`config.mk`:
```
export PLATFORM = sky130hd
export DESIGN_NAME = float_add_sub_normalize
export DESIGN_NICKNAME = d
export VERILOG_FILES = /design/src/sv/fasn_pkg.sv /design/src/sv/fasn_serial_adder.sv /design/src/sv/float_add_sub_normalize.sv
export SDC_FILE = /design/constraint.sdc
export NUM_CORES = 1
export LEC_CHECK = 0
export ABC_AREA = 1
export BUFFER_PORTS_ARGS = -buffer_cell sky130_fd_sc_hd__buf_2
export CORE_ASPECT_RATIO = 0.75
export CORE_MARGIN = 5
export CORE_UTILIZATION = 35
export DETAILED_ROUTE_END_ITERATION = 10
export HOLD_SLACK_MARGIN = 0.05
export PLACE_DENSITY = 0.54
export SYNTH_ARGS = -nofsm -noshare
export SYNTH_HDL_FRONTEND = slang
export SYNTH_HIERARCHICAL = 1
export SYNTH_SLANG_ARGS = --single-unit
```
`constraint.sdc`:
```
create_clock -name clock -period 5.51 [get_ports clock]
set_clock_uncertainty 0.15 [all_clocks]
set_input_delay 0.551 -clock clock [delete_from_list [all_inputs] [get_ports clock]]
set_output_delay 0.551 -clock clock [all_outputs]
set_load 0.03 [all_outputs]
```
`src/sv/fasn_pkg.sv`:
```
// ----------------------------------------------------------------------------
// fasn_pkg
// shared types and constants for the bit-serial float add/sub normalizer
// ----------------------------------------------------------------------------
package fasn_pkg;

   localparam int FRAC_BITS  = 23;
   localparam int EXP_BITS   = 8;

   // datapath: carry bit, hidden one, 2*FRAC_BITS fraction bits
   localparam int DP_W       = 2 * FRAC_BITS + 2;
   localparam int CNT_W      = $clog2(DP_W + 1);
   localparam int SHIFT_W    = $clog2(DP_W);
   localparam int EXP_CALC_W = ((EXP_BITS > SHIFT_W) ? EXP_BITS : SHIFT_W) + 2;

   localparam logic signed [EXP_CALC_W-1:0] EXP_MIN =
      EXP_CALC_W'(-(2 ** (EXP_BITS - 1)));
   localparam logic signed [EXP_CALC_W-1:0] EXP_MAX =
      EXP_CALC_W'((2 ** (EXP_BITS - 1)) - 1);

   typedef enum logic [1:0] {
      ST_NORMAL = 2'd0,
      ST_ZERO   = 2'd1,
      ST_UNDER  = 2'd2,
      ST_OVER   = 2'd3
   } status_type;

   typedef enum logic [2:0] {
      S_IDLE,
      S_ALIGN,
      S_ADD,
      S_NORM,
      S_DONE
   } state_type;

   typedef struct packed {
      logic [FRAC_BITS-1:0] frac_a;
      logic [EXP_BITS-1:0]  exp_a;
      logic [FRAC_BITS-1:0] frac_b;
      logic [EXP_BITS-1:0]  exp_b;
      logic                 is_add;
   } req_type;

   typedef struct packed {
      status_type                 status;
      logic                       result_negative;
      logic [FRAC_BITS-1:0]       result_fraction;
      logic signed [EXP_BITS-1:0] result_exponent;
   } rsp_type;

   // control of the serial adder cell
   typedef struct packed {
      logic clear;
      logic enable;
      logic subtract;
   } adder_ctl_type;

endpackage

```
`src/sv/fasn_serial_adder.sv`:
```
// ----------------------------------------------------------------------------
// fasn_serial_adder
// one-bit adder/subtractor cell with carry register, lsb first
// ----------------------------------------------------------------------------
module fasn_serial_adder (
   input  logic                    clock,
   input  fasn_pkg::adder_ctl_type ctl,
   input  logic                    a_bit,
   input  logic                    b_bit,
   output logic                    sum_bit
);

   logic carry_ff;
   logic carry_in;
   logic b_eff;

   // subtract as a + ~b + 1, the +1 comes from the preset carry
   assign b_eff   = b_bit ^ ctl.subtract;
   assign sum_bit = a_bit ^ b_eff ^ carry_ff;

   always_comb begin
      carry_in = carry_ff;
      if (ctl.clear) begin
         carry_in = ctl.subtract;
      end else if (ctl.enable) begin
         carry_in = (a_bit & b_eff) | (a_bit & carry_ff) | (b_eff & carry_ff);
      end
   end

   always_ff @(posedge clock) begin
      carry_ff <= carry_in;
   end

endmodule

```
`src/sv/float_add_sub_normalize.sv`:
```
// ----------------------------------------------------------------------------
// float_add_sub_normalize
// bit-serial floating-point add/subtract with alignment and normalization
// ----------------------------------------------------------------------------
// sequence: accept, align shifts, a serial add over every datapath bit, then
//   normalize shifts and the done state; a zero result skips the normalize state
//   (align shift capped at the 48-bit datapath width)
// one request at a time: busy drops in the cycle the result strobe is shown
// reset: synchronous, active high; returns to idle with no result pending
// the result is shown for one cycle on rsp_valid and cannot be held off
module float_add_sub_normalize (
   input  logic              clock,
   input  logic              reset,
   // request channel
   input  logic              start,
   output logic              busy,
   input  fasn_pkg::req_type req_data,
   // result channel
   output logic              rsp_valid,
   output fasn_pkg::rsp_type rsp_data
);

   localparam int DP_W  = fasn_pkg::DP_W;
   localparam int CNT_W = fasn_pkg::CNT_W;
   localparam int EW    = fasn_pkg::EXP_CALC_W;
   localparam int FB    = fasn_pkg::FRAC_BITS;
   localparam int EB    = fasn_pkg::EXP_BITS;
   localparam int CMP_W = EB + CNT_W;

   fasn_pkg::state_type state_ff, state_in;

   // a holds the larger operand, then the running sum, then the normalized value
   logic [DP_W-1:0]     a_ff, a_in;
   logic [DP_W-1:0]     b_ff, b_in;
   logic [CNT_W-1:0]    cnt_ff, cnt_in;
   logic signed [EW-1:0] exp_ff, exp_in;
   logic                sub_ff, sub_in;
   logic                neg_ff, neg_in;
   logic                nz_ff, nz_in;
   fasn_pkg::rsp_type   rsp_ff, rsp_in;
   logic                rsp_valid_ff, rsp_valid_in;

   fasn_pkg::adder_ctl_type adder_ctl;
   logic                sum_bit;

   // request decode
   logic                a_big;
   logic [EB-1:0]       exp_diff;
   logic [EB-1:0]       exp_big;
   logic [CMP_W-1:0]    diff_ext;
   logic [DP_W-1:0]     sig_a;
   logic [DP_W-1:0]     sig_b;

   fasn_serial_adder u_adder (
      .clock   (clock),
      .ctl     (adder_ctl),
      .a_bit   (a_ff[0]),
      .b_bit   (b_ff[0]),
      .sum_bit (sum_bit)
   );

   // significand 1.f placed with the hidden one at bit 2*FRAC_BITS
   assign sig_a = {1'b0, 1'b1, req_data.frac_a, {FB{1'b0}}};
   assign sig_b = {1'b0, 1'b1, req_data.frac_b, {FB{1'b0}}};

   // a is the larger magnitude, so a - b never goes negative
   assign a_big = (req_data.exp_a > req_data.exp_b) ||
                  ((req_data.exp_a == req_data.exp_b) &&
                   (req_data.frac_a >= req_data.frac_b));
   assign exp_diff = a_big ? (req_data.exp_a - req_data.exp_b)
                           : (req_data.exp_b - req_data.exp_a);
   assign exp_big  = a_big ? req_data.exp_a : req_data.exp_b;
   assign diff_ext = CMP_W'(exp_diff);

   always_comb begin
      state_in     = state_ff;
      a_in         = a_ff;
      b_in         = b_ff;
      cnt_in       = cnt_ff;
      exp_in       = exp_ff;
      sub_in       = sub_ff;
      neg_in       = neg_ff;
      nz_in        = nz_ff;
      rsp_in       = rsp_ff;
      rsp_valid_in = 1'b0;

      adder_ctl.clear    = 1'b0;
      adder_ctl.enable   = 1'b0;
      adder_ctl.subtract = sub_ff;

      case (state_ff)
         fasn_pkg::S_IDLE: begin
            if (start) begin
               a_in   = a_big ? sig_a : sig_b;
               b_in   = a_big ? sig_b : sig_a;
               // gaps past the datapath width flush the smaller operand
               if (diff_ext >= CMP_W'(DP_W)) begin
                  cnt_in = CNT_W'(DP_W);
               end else begin
                  cnt_in = diff_ext[CNT_W-1:0];
               end
               // exponent of the msb before normalization shifts
               exp_in   = signed'(EW'(exp_big) + EW'(1));
               sub_in   = ~req_data.is_add;
               neg_in   = ~req_data.is_add & ~a_big;
               state_in = fasn_pkg::S_ALIGN;
            end
         end

         fasn_pkg::S_ALIGN: begin
            if (cnt_ff == '0) begin
               // preset carry and zero flag, then walk all bits lsb first
               adder_ctl.clear = 1'b1;
               nz_in           = 1'b0;
               cnt_in          = CNT_W'(DP_W - 1);
               state_in        = fasn_pkg::S_ADD;
            end else begin
               b_in   = b_ff >> 1;
               cnt_in = cnt_ff - CNT_W'(1);
            end
         end

         fasn_pkg::S_ADD: begin
            adder_ctl.enable = 1'b1;
            // sum bits enter at the top of a as its bits leave at the bottom
            a_in  = {sum_bit, a_ff[DP_W-1:1]};
            b_in  = b_ff >> 1;
            nz_in = nz_ff | sum_bit;
            if (cnt_ff == '0) begin
               state_in = (nz_ff | sum_bit) ? fasn_pkg::S_NORM : fasn_pkg::S_DONE;
            end else begin
               cnt_in = cnt_ff - CNT_W'(1);
            end
         end

         fasn_pkg::S_NORM: begin
            // one left shift per cycle until the leading one reaches the top
            if (a_ff[DP_W-1]) begin
               state_in = fasn_pkg::S_DONE;
            end else begin
               a_in   = a_ff << 1;
               exp_in = exp_ff - EW'(1);
            end
         end

         fasn_pkg::S_DONE: begin
            rsp_in.status          = fasn_pkg::ST_NORMAL;
            rsp_in.result_negative = neg_ff;
            rsp_in.result_fraction = a_ff[DP_W-2 -: FB];
            rsp_in.result_exponent = signed'(exp_ff[EB-1:0]);
            if (!nz_ff) begin
               rsp_in.status          = fasn_pkg::ST_ZERO;
               rsp_in.result_negative = 1'b0;
               rsp_in.result_fraction = '0;
               rsp_in.result_exponent = '0;
            end else if (exp_ff < fasn_pkg::EXP_MIN) begin
               rsp_in.status          = fasn_pkg::ST_UNDER;
               rsp_in.result_fraction = '0;
               rsp_in.result_exponent = '0;
            end else if (exp_ff > fasn_pkg::EXP_MAX) begin
               rsp_in.status          = fasn_pkg::ST_OVER;
               rsp_in.result_fraction = '0;
               rsp_in.result_exponent = '0;
            end
            rsp_valid_in = 1'b1;
            state_in     = fasn_pkg::S_IDLE;
         end

         default: begin
            state_in = fasn_pkg::S_IDLE;
         end
      endcase
   end

   // control state
   always_ff @(posedge clock) begin
      if (reset) begin
         state_ff     <= fasn_pkg::S_IDLE;
         rsp_valid_ff <= 1'b0;
      end else begin
         state_ff     <= state_in;
         rsp_valid_ff <= rsp_valid_in;
      end
   end

   // datapath, no reset needed
   always_ff @(posedge clock) begin
      a_ff   <= a_in;
      b_ff   <= b_in;
      cnt_ff <= cnt_in;
      exp_ff <= exp_in;
      sub_ff <= sub_in;
      neg_ff <= neg_in;
      nz_ff  <= nz_in;
      rsp_ff <= rsp_in;
   end

   assign busy      = (state_ff != fasn_pkg::S_IDLE);
   assign rsp_valid = rsp_valid_ff;
   assign rsp_data  = rsp_ff;

   // an accepted request keeps the block busy in the next cycle
   assert property (@(posedge clock) disable iff (reset)
      (start && !busy) |=> busy)
      else $error("accepted request did not make the block busy");

   // the strobe comes only as the block returns to idle
   assert property (@(posedge clock) disable iff (reset)
      rsp_valid |-> !busy)
      else $error("result strobe while busy");

   // normalization only runs on a nonzero magnitude
   assert property (@(posedge clock) disable iff (reset)
      (state_ff == fasn_pkg::S_NORM) |-> (a_ff != '0))
      else $error("normalize loop entered with zero magnitude");

   // alignment count never exceeds the datapath width
   assert property (@(posedge clock) disable iff (reset)
      (state_ff == fasn_pkg::S_ALIGN) |-> (cnt_ff <= CNT_W'(DP_W)))
      else $error("alignment count out of range");

   // a zero result carries no sign and no exponent
   assert property (@(posedge clock) disable iff (reset)
      (rsp_valid && (rsp_data.status == fasn_pkg::ST_ZERO)) |->
      (!rsp_data.result_negative && (rsp_data.result_exponent == '0)))
      else $error("zero result with sign or exponent set");

endmodule
```
==> metrics.yaml, run 1 <==
floorplanning:
  io_pins: 102
  core_area_um2: 24800
  y_dimension_of_the_die_um: 147
  floorplan.initialDensity: 0.352
  die_w_um: 192
  die_outline_area_um2: 28200
  rows: 50
synth:
  biggest_area_consumer_among_synthesized_cells: "sky130_fd_sc_hd__edfxtp_1"
  postSynth.asyncResetShare: 0
  dominantRegCellSynth: "sky130_fd_sc_hd__edfxtp_1"
  synth_enable_flop_cells: 149
  synth_sequential_area_ratio: 0.522
  postSynthNetCount: 1061
  post-synth-top-area-fraction: 0.513
  count_of_different_cell_masters_after_synthesis: 43
  mappedNetlistArea_um2: 8720
  ys_top_cells_by_count: "sky130_fd_sc_hd__inv_1 (169), sky130_fd_sc_hd__edfxtp_1 (149), sky130_fd_sc_hd__nand2_1 (148), sky130_fd_sc_hd__nor2_1 (124), sky130_fd_sc_hd__o21ai_0 (78)"
  synthesis.instances: 951
  ys_warn_count: 6
  yosys-top-cells-area: "sky130_fd_sc_hd__edfxtp_1 (51%), sky130_fd_sc_hd__inv_1 (7.3%), sky130_fd_sc_hd__nand2_1 (6.4%), sky130_fd_sc_hd__ha_1 (5.9%), sky130_fd_sc_hd__nor2_1 (5.3%)"
  yosys.cell_count.top_type: "sky130_fd_sc_hd__inv_1"
  postSynthAreaPerCell_um2: 9.17
  synth_seq_cells: 153
power:
  leakagePower_nw: 4.41
  worst_ir_drop_vdd_v: 0.000242
  power-per-cell-area_nw_per_um2: 511
  fin_total_pwr_w: 0.00516
cts:
  post_cts.resized_instances: 0
  clk_root_buffer_cell: "sky130_fd_sc_hd__clkbuf_16"
  post_cts_hold_buffer_count: 0
  cts_num_sinks: 153
  cts_tree: "done"
  cts_buffer_depth: 2
  cts_setup_buffers: 0
  cts.clk_slew.worst_paths_ns: 0.06
  numCtsBuffers: 17
  clock_latency_ns: 0.43
  cts-htree-levels: 4
grt:
  grt_pass1_wl_um: 34000
  grt_antenna_before_repair: 1
  first_global_vias: 6260
  grt_start_max_net_pins: 88
  grt_overflow_total: 0
  global_route.usage.total: 0.152
critical_path:
  end_kind: "flop"
  timing.critical_path.fanout_max: 87
  worst-endpoint-arrival_ns: 3.55
  critPathMaxStageDelay_ns: 0.55
  crit_slowest_cell: "sky130_fd_sc_hd__inv_2"
  critical_path_class: "in2reg"
  timing.critical_path.buf_inv: 3
  cp_cell_sequence: "buf_2 > inv_1 > ha_1 > fa_1 > nor2_1 > nor2_4 > nor2_1 > or3_1 > nand2_8 > inv_2 > nand3b_1 > o21ai_0 > nand2_1 > nand2_1 > o21bai_1"
  critPathRequiredTime_ns: 5.53
  cp-start-kind: "primary input"
  critPathTopFamily: "simple AND/OR/NAND/NOR gates"
route:
  firstDrtPassIters: 5
  wl_met2_um: 8640
  vias: 6623
  final_antenna_net_count: 0
  detail_route.wirelength_um: 21400
  routed-wl-met3_um: 1250
  avg_wl_per_cell_um: 15.4
  maxUsedRoutingLayer: "met5"
  route.detailed.drc: 0
  route.layer.met1.wl_um: 11200
  route.detailed.vias_per_inst: 4.77
  drtIter0Drc: 518
sta:
  relSlewSlack: 0.315
  setup_repair_after_global_routing_missed_its_margin: "false"
  timing.final.ws_setup_ns: 1.98
  totalNegativeSetupSlack_ns: 0
  finalCritPeriodShare: 0.640
  max_freq_mhz: 283
  period_minus_slack_ns: 3.53
  report.final.setup_viol: 0
  drv_slew: 0
  worst_slew_pin_slew_ns: 1.02
  final-hold-violation-count: 0
finish:
  antenna-diode-count: 0
  filler_cell_count: 2473
  final-instance-count-excl-fill: 1388
  post_route_cells_drive_above_1_share: 0.155
  synthToLayoutAreaGrowth_pct: 15.9
  number_of_nets_in_the_layout: 1147
placement:
  place.detailed.instances: 1356
  placement_setup_slack_ns: 1.57
  gp_congestion: 0.859
  place.port_buffers: 101
  dp.final_hpwl_um: 15400
job:
  max_cap_viol_count: 0
min_path:
  timing.hold.worst.class: "in2reg"
run_status:
  status: "finished, final reports clean"
-- per-layer routing --
layer / vias up / GRT usage
met1: 3073 / 0.239
met4: 2 / 0.0449
met5: - / 0
li1: 3381 / -
met2: 145 / 0.205
met3: 22 / 0.0342
-- metrics by stage --
step	cell area (um^2)	hold slack (ns)	util
after floorplan	8720	0.293	-
after global placement	9500	0.338	0.383
after detailed placement	9500	0.343	0.383
after CTS	10100	0.171	0.408
after global routing	10100	0.189	0.408
final	10100	0.192	0.408
-- layout make-up --
type | instances | area, um^2 | share of cell area
flip-flops and latches | 153 | 4550 | 0.451
multi-input cells | 584 | 3310 | 0.327
inverters | 172 | 646 | 0.0639
repair buffers | 109 | 566 | 0.0560
clock buffers | 17 | 425 | 0.0421
well taps | 338 | 423 | 0.0418
clock inverters | 15 | 184 | 0.0182
-- power by group --
group,switching [W],internal [W],total [W]
combinational,0.00132,0.000491,0.00181
sequential,0.000141,0.00200,0.00214
clock,0.000531,0.000689,0.00122
-- worst reg2reg max path, stage by stage, from the launching register on --
cell	delay (ns)
sky130_fd_sc_hd__dfxtp_1	0.43
sky130_fd_sc_hd__nand2_1	0.64
sky130_fd_sc_hd__o21ai_0	0.38
sky130_fd_sc_hd__nand2_1	0.08
sky130_fd_sc_hd__inv_1	0.40
sky130_fd_sc_hd__buf_4	0.51
-- kinds of logic after synthesis --
logic type	Yosys count	share of synthesized area
xor gates and xnor gates	12	0.0121
AOI/OAI and AO/OA	188	0.132
buffers and inverters	214	0.0996
and+or+nand+nor	340	0.168
DFF	153	0.522
adders and majority gates	44	0.0657
-- placed cells by master, fill, tap and decap left out, drive strengths merged, types with 4 or more instances in the layout --
cell type,Yosys,layout
o221ai,23,23
xor2,11,11
ha,41,41
dfxtp,4,4
nor3,11,11
o21ai,83,83
nand4,10,10
clkinv,0,6
inv,172,179
buf,19,109
clkbuf,23,17
a21oi,23,23
o22ai,22,22
edfxtp,149,149
o211ai,23,23
nor2,129,129
nand2,158,158
nand3,26,26
-- path summary, 6_finish.rpt --
check	start	end	slack, ns	depth (start not counted)
setup / recovery	req_data[32]	cnt_ff[2]	1.98	15
hold / removal	reset	rsp_valid	0.19	2
setup reg to reg	state_ff[1]	a_ff[29]	2.56	5
hold reg to reg	state_ff[0]	rsp_valid	0.35	1
-- sequential cells by signal, indices dropped and copies added, names as in the netlist --
signal            cells
rsp_valid             1
rsp_data             34
sub_ff                1
state_ff              3
u_adder/carry_ff      1
cnt_ff                6
nz_ff                 1
neg_ff                1
a_ff                 48
b_ff                 47
exp_ff               10
Note: power is estimated with default switching activity, not from simulation.
==> run 2: changes to the inputs <==
clock period = 3.3 ns   (was 5.51 ns; I/O delays follow)
==> run 2 against run 1 <==
Effect of this change:
- power is 64% higher
- combinational power rose by 69%
- setup slack got worse by 1.4 ns
- die area unchanged
- critical path depth fell by 1
- via count rose by 0.63%
- sequential power rose by 66%
- utilization increased by 0.35 points
- cell area grew 0.87%
- worst hold slack got worse by 0.051 ns
- first-iteration DRC count is 14% lower
- sequential share of layout area is 0.39 points lower
- largest cell class unchanged
- largest power group unchanged
==> metrics.yaml, run 2 (synthesis results as in run 1) <==
placement:
  gp_congestion: 0.845
  post_dp_cell_area_um2: 9610
  dp.final_hpwl_um: 15500
  place.port_buffers: 101
  place.detailed.instances: 1369
critical_path:
  critical_path_class: "in2reg"
  worstSetupStartpoint: "req_data[4]"
  end_kind: "flop"
  reg2reg_from: "state_ff[0]"
  timing.critical_path.fanout_max: 60
  worst-endpoint-arrival_ns: 2.69
  critPathRequiredTime_ns: 3.29
  cp-start-kind: "primary input"
run_status:
  status: "finished, final reports clean"
sta:
  drv_slew: 0
  finalCritPeriodShare: 0.817
  worst_slew_pin_slew_ns: 0.616
  timing.hold.ws_ns: 0.141
  max_freq_mhz: 371
  final-hold-violation-count: 0
  setup_repair_after_global_routing_missed_its_margin: "false"
  period_minus_slack_ns: 2.70
  relSlewSlack: 0.590
  totalNegativeSetupSlack_ns: 0
  report.final.setup_viol: 0
grt:
  grt_pass1_wl_um: 33700
  global_route.usage.total: 0.152
  met1_usage: 0.246
  grt_start_max_net_pins: 61
  grt_overflow_total: 0
  first_global_vias: 6154
  gr-max-usage-layer: "met1"
  grt_antenna_before_repair: 0
  gr-usage-met3: 0.0344
  globalRouteMet2Util: 0.204
finish:
  number_of_flip_flops_under_the_largest_register_name: 48
  post_route_cells_drive_above_1_share: 0.167
  commonest_non_fill_non_tap_cells_in_the_layout: "sky130_fd_sc_hd__inv_1 (169), sky130_fd_sc_hd__edfxtp_1 (149), sky130_fd_sc_hd__nand2_1 (148)"
  fin_area_um2: 10200
  synthToLayoutAreaGrowth_pct: 16.9
  max_flop_register: "a_ff"
  layout_commonest_cell: "sky130_fd_sc_hd__inv_1"
  filler_cell_count: 2507
  number_of_nets_in_the_layout: 1162
  antenna-diode-count: 0
  final-instance-count-excl-fill: 1403
cts:
  numCtsBuffers: 17
  cts-htree-levels: 4
  cts_tree: "done"
  clock_latency_ns: 0.43
  cts_buffer_depth: 2
  clk_root_buffer_cell: "sky130_fd_sc_hd__clkbuf_16"
  cts_num_sinks: 153
  cts.clk_slew.worst_paths_ns: 0.07
  cts_setup_buffers: 0
route:
  drtIter0Drc: 443
  route.detailed.drc: 0
  route.detailed.vias_per_inst: 4.75
  detail_route.wirelength_um: 21100
  firstDrtPassIters: 5
  avg_wl_per_cell_um: 15.0
  vias: 6665
  final_antenna_net_count: 0
floorplanning:
  rows: 50
  die_outline_area_um2: 28200
  floorplan.initialDensity: 0.352
  die_w_um: 192
  y_dimension_of_the_die_um: 147
  core_area_um2: 24800
  io_pins: 102
power:
  power-per-cell-area_nw_per_um2: 832
  worst_ir_drop_vdd_v: 0.000470
  fin_total_pwr_w: 0.00848
  leakagePower_nw: 4.46
min_path:
  min-delay-start: "req_data[22]"
  timing.hold.worst.class: "in2reg"
job:
  max_cap_viol_count: 0
==> run 2: cell types whose count changed in the layout (fill, tap and decap cells not counted), moves of 2 or more <==
cell                            change
sky130_fd_sc_hd__buf_4             +12
sky130_fd_sc_hd__bufinv_16          -2
sky130_fd_sc_hd__dlygate4sd3_1      +2
sky130_fd_sc_hd__clkinv_2           +3
sky130_fd_sc_hd__clkinv_1           -2
==> run 2: timing repair <==
action                    in CTS  in global routing
hold endpoints to repair       6                  0
hold buffers                   2                  0
resized for setup              0                  0
==> run 2: final timing paths <==
path / depth (start not counted) / slack, ns / end
max: 14 / 0.60 / a_ff[44]
min: 3 / 0.14 / b_ff[36]
max reg2reg: 12 / 0.72 / state_ff[1]
min reg2reg: 2 / 0.38 / b_ff[36]
==> run 2: routing by layer <==
metal / part of all wire / wire length (um) / up-vias
met5: 0 / 0 / -
met4: 0.0081 / 170 / 0
met3: 0.052 / 1090 / 14
met2: 0.40 / 8520 / 151
met1: 0.54 / 11300 / 3087
li1: - / - / 3413
==> run 2: power by group <==
group / total [W] / internal [W] / switching (W)
clock: 0.00187 / 0.000997 / 0.000873
combinational: 0.00305 / 0.000877 / 0.00218
sequential: 0.00356 / 0.00333 / 0.000227
total: 0.00848 / 0.00521 / 0.00328
==> run 2: critical path: stages <==
cell and delay (ns):
sky130_fd_sc_hd__buf_2 0.10, sky130_fd_sc_hd__inv_1 0.04, sky130_fd_sc_hd__ha_1 0.43, sky130_fd_sc_hd__nand2_4 0.13, sky130_fd_sc_hd__nand2_4 0.05, sky130_fd_sc_hd__nor2_4 0.13, sky130_fd_sc_hd__nor2_1 0.05, sky130_fd_sc_hd__or3_1 0.44
sky130_fd_sc_hd__nand2_8 0.18, sky130_fd_sc_hd__buf_12 0.25, sky130_fd_sc_hd__buf_4 0.22, sky130_fd_sc_hd__nand2_1 0.06, sky130_fd_sc_hd__o211ai_1 0.08, sky130_fd_sc_hd__o221ai_1 0.14
==> run 2: cell type report <==
type	instances	area (um^2)	area share
Tap cell	338	423	0.0415
Timing Repair Buffer	124	696	0.0682
Clock buffer	17	425	0.0417
Clock inverter	15	135	0.0133
Sequential cell	153	4550	0.447
Multi-Input combinational cell	584	3310	0.325
Inverter	172	646	0.0633
==> run 2: stage by stage <==
| stage | worst slack, ns | util |
|---|---|---|
| global placement | 0.124 | 0.388 |
| global route | 0.348 | 0.411 |
| detailed placement | 0.0913 | 0.388 |
| finish | 0.602 | 0.411 |
| floorplan | 0.241 | - |
| CTS | 0.553 | 0.411 |
==> run 3: changes to the inputs <==
PLACE_DENSITY = 0.56   (was 0.54)
clock period = 2.4 ns   (was 3.3 ns; I/O delays follow)
==> run 3 against run 2 <==
Effect of this change:
- highest routed layer unchanged
- worst hold slack worse by 0.071 ns
- largest cell class unchanged
- power is 49% higher
- largest power group is now combinational logic
- combinational power is 66% higher
==> metrics.yaml, run 3 (synthesis results as in run 1) <==
run_status:
  status: "finished, final reports clean"
finish:
  final-instance-count-excl-fill: 1531
  number_of_nets_in_the_layout: 1289
  commonest_non_fill_non_tap_cells_in_the_layout: "sky130_fd_sc_hd__inv_1 (152), sky130_fd_sc_hd__edfxtp_1 (149), sky130_fd_sc_hd__nand2_1 (136)"
  max_flop_register: "a_ff"
  number_of_flip_flops_under_the_largest_register_name: 48
  synthToLayoutAreaGrowth_pct: 36.1
  post_route_cells_drive_above_1_share: 0.305
  filler_cell_count: 2393
  layout_commonest_cell: "sky130_fd_sc_hd__inv_1"
grt:
  met1_usage: 0.254
  grt_overflow_total: 0
  gr-usage-met3: 0.0306
  grt_pass1_wl_um: 35400
  gr-max-usage-layer: "met1"
  grt_start_max_net_pins: 56
  first_global_vias: 6654
  globalRouteMet2Util: 0.219
  grt_antenna_before_repair: 1
  global_route.usage.total: 0.160
route:
  vias: 7286
  avg_wl_per_cell_um: 15.3
  firstDrtPassIters: 5
  route.detailed.vias_per_inst: 4.76
  detail_route.wirelength_um: 23400
  route.detailed.drc: 0
  final_antenna_net_count: 0
  drtIter0Drc: 535
cts:
  cts.clk_slew.worst_paths_ns: 0.07
  cts_buffer_depth: 2
  numCtsBuffers: 17
  clock_latency_ns: 0.42
  cts_tree: "done"
  cts_num_sinks: 153
  clk_root_buffer_cell: "sky130_fd_sc_hd__clkbuf_16"
  cts-htree-levels: 4
sta:
  period_minus_slack_ns: 2.35
  finalCritPeriodShare: 0.979
  final-hold-violation-count: 0
  max_freq_mhz: 426
  worst_slew_pin_slew_ns: 0.605
  report.final.setup_viol: 0
  setup_repair_after_global_routing_missed_its_margin: "true"
  relSlewSlack: 0.597
  timing.hold.ws_ns: 0.0696
  drv_slew: 0
floorplanning:
  floorplan.initialDensity: 0.352
  y_dimension_of_the_die_um: 147
  die_w_um: 192
  rows: 50
  io_pins: 102
  die_outline_area_um2: 28200
  core_area_um2: 24800
power:
  power-per-cell-area_nw_per_um2: 1060
  power_frac_seq: 0.387
  power_switching_share: 0.385
  worst_ir_drop_vdd_v: 0.000666
  leakagePower_nw: 5.19
  power_frac_clock: 0.212
  p_int_w: 0.00776
  p_sw_w: 0.00485
  comb_power_share: 0.401
min_path:
  timing.hold.worst.class: "in2reg"
critical_path:
  critPathRequiredTime_ns: 2.39
  critical_path_class: "in2reg"
  timing.critical_path.fanout_max: 7
  cp-start-kind: "primary input"
  worst-endpoint-arrival_ns: 2.34
  end_kind: "flop"
placement:
  place.port_buffers: 101
  place.detailed.instances: 1474
  gp_congestion: 0.876
  dp.final_hpwl_um: 16600
job:
  max_cap_viol_count: 0
## run 3: changes by cell type in the layout (fill, tap and decap cells not counted), moves of 11 or more
| cell | before | now |
|---|---|---|
| sky130_fd_sc_hd__inv_1 | 169 | 152 |
| sky130_fd_sc_hd__ha_1 | 41 | 21 |
| sky130_fd_sc_hd__buf_6 | 0 | 11 |
| sky130_fd_sc_hd__ha_4 | 0 | 20 |
| sky130_fd_sc_hd__buf_4 | 20 | 126 |
| sky130_fd_sc_hd__nand2_1 | 148 | 136 |
| sky130_fd_sc_hd__inv_2 | 3 | 15 |
## run 3: worst max-delay path, stage by stage
cell,delay [ns]
sky130_fd_sc_hd__buf_4,0.12
sky130_fd_sc_hd__inv_6,0.04
sky130_fd_sc_hd__ha_4,0.16
sky130_fd_sc_hd__fa_2,0.37
sky130_fd_sc_hd__nor2_4,0.14
sky130_fd_sc_hd__nor2_4,0.05
sky130_fd_sc_hd__nor2_2,0.10
sky130_fd_sc_hd__or3_4,0.18
sky130_fd_sc_hd__nand2_4,0.08
sky130_fd_sc_hd__buf_8,0.15
sky130_fd_sc_hd__clkbuf_16,0.16
sky130_fd_sc_hd__o211ai_1,0.35
sky130_fd_sc_hd__o221ai_1,0.20
## run 3: through the flow
step	setup TNS, ns	setup slack (ns)	cell area [um^2]	utilization	total power [W]
6_report	0	0.0502	11900	0.479	0.0126
5_1_grt	-0.114	-0.0431	11900	0.479	0.0135
4_1_cts	0	0.0129	11300	0.456	0.0124
3_5_place_dp	-18.17	-0.437	10600	0.430	0.00970
3_3_place_gp	-16.76	-0.382	10600	0.430	0.00960
2_1_floorplan	-0.900	-0.279	8910	-	0.00791
## run 3: final timing paths
kind	from	end	slack (ns)	cells after the start
setup reg to reg	state_ff[0]	cnt_ff[5]	0.22	8
hold reg to reg	b_ff[26]	b_ff[25]	0.38	2
setup / recovery	req_data[32]	a_ff[28]	0.05	13
hold / removal	req_data[16]	b_ff[30]	0.07	3
## run 3: area by class of cell
class / instances / area (um^2) / share of cell area
antenna: 1 / 2.50 / 0.000211
clock buffer: 17 / 425 / 0.0359
clock inverter: 15 / 175 / 0.0148
inverter: 172 / 666 / 0.0561
multi-input combinational: 585 / 3720 / 0.313
sequential: 153 / 4550 / 0.384
tap: 338 / 423 / 0.0357
timing repair buffer: 250 / 1900 / 0.160
## run 3: power groups by stage
| stage | Combinational, W | Sequential, W | Clock, W |
|---|---|---|---|
| finish | 0.00506 | 0.00488 | 0.00267 |
| global route | 0.00564 | 0.00498 | 0.00286 |
| CTS | 0.00479 | 0.00489 | 0.00274 |
| detailed placement | 0.00476 | 0.00494 | 0 |
| global placement | 0.00469 | 0.00491 | 0 |
| floorplan | 0.00296 | 0.00495 | 0 |
## run 3: repair_timing
item | in CTS | in global routing
hold endpoints to repair | 9 | 0
buffers inserted | 0 | 13
resized for setup | 0 | 84
hold buffers | 5 | 0
endpoints found under the setup margin | 0 | 79
## run 3: routing by layer
| metal | share of wire | wire length [um] | vias to the layer above |
|---|---|---|---|
| met5 | 0 | 0 | - |
| met4 | 0.012 | 281 | 0 |
| met3 | 0.050 | 1160 | 21 |
| met2 | 0.43 | 10000 | 165 |
| met1 | 0.51 | 12000 | 3429 |
| li1 | - | - | 3671 |
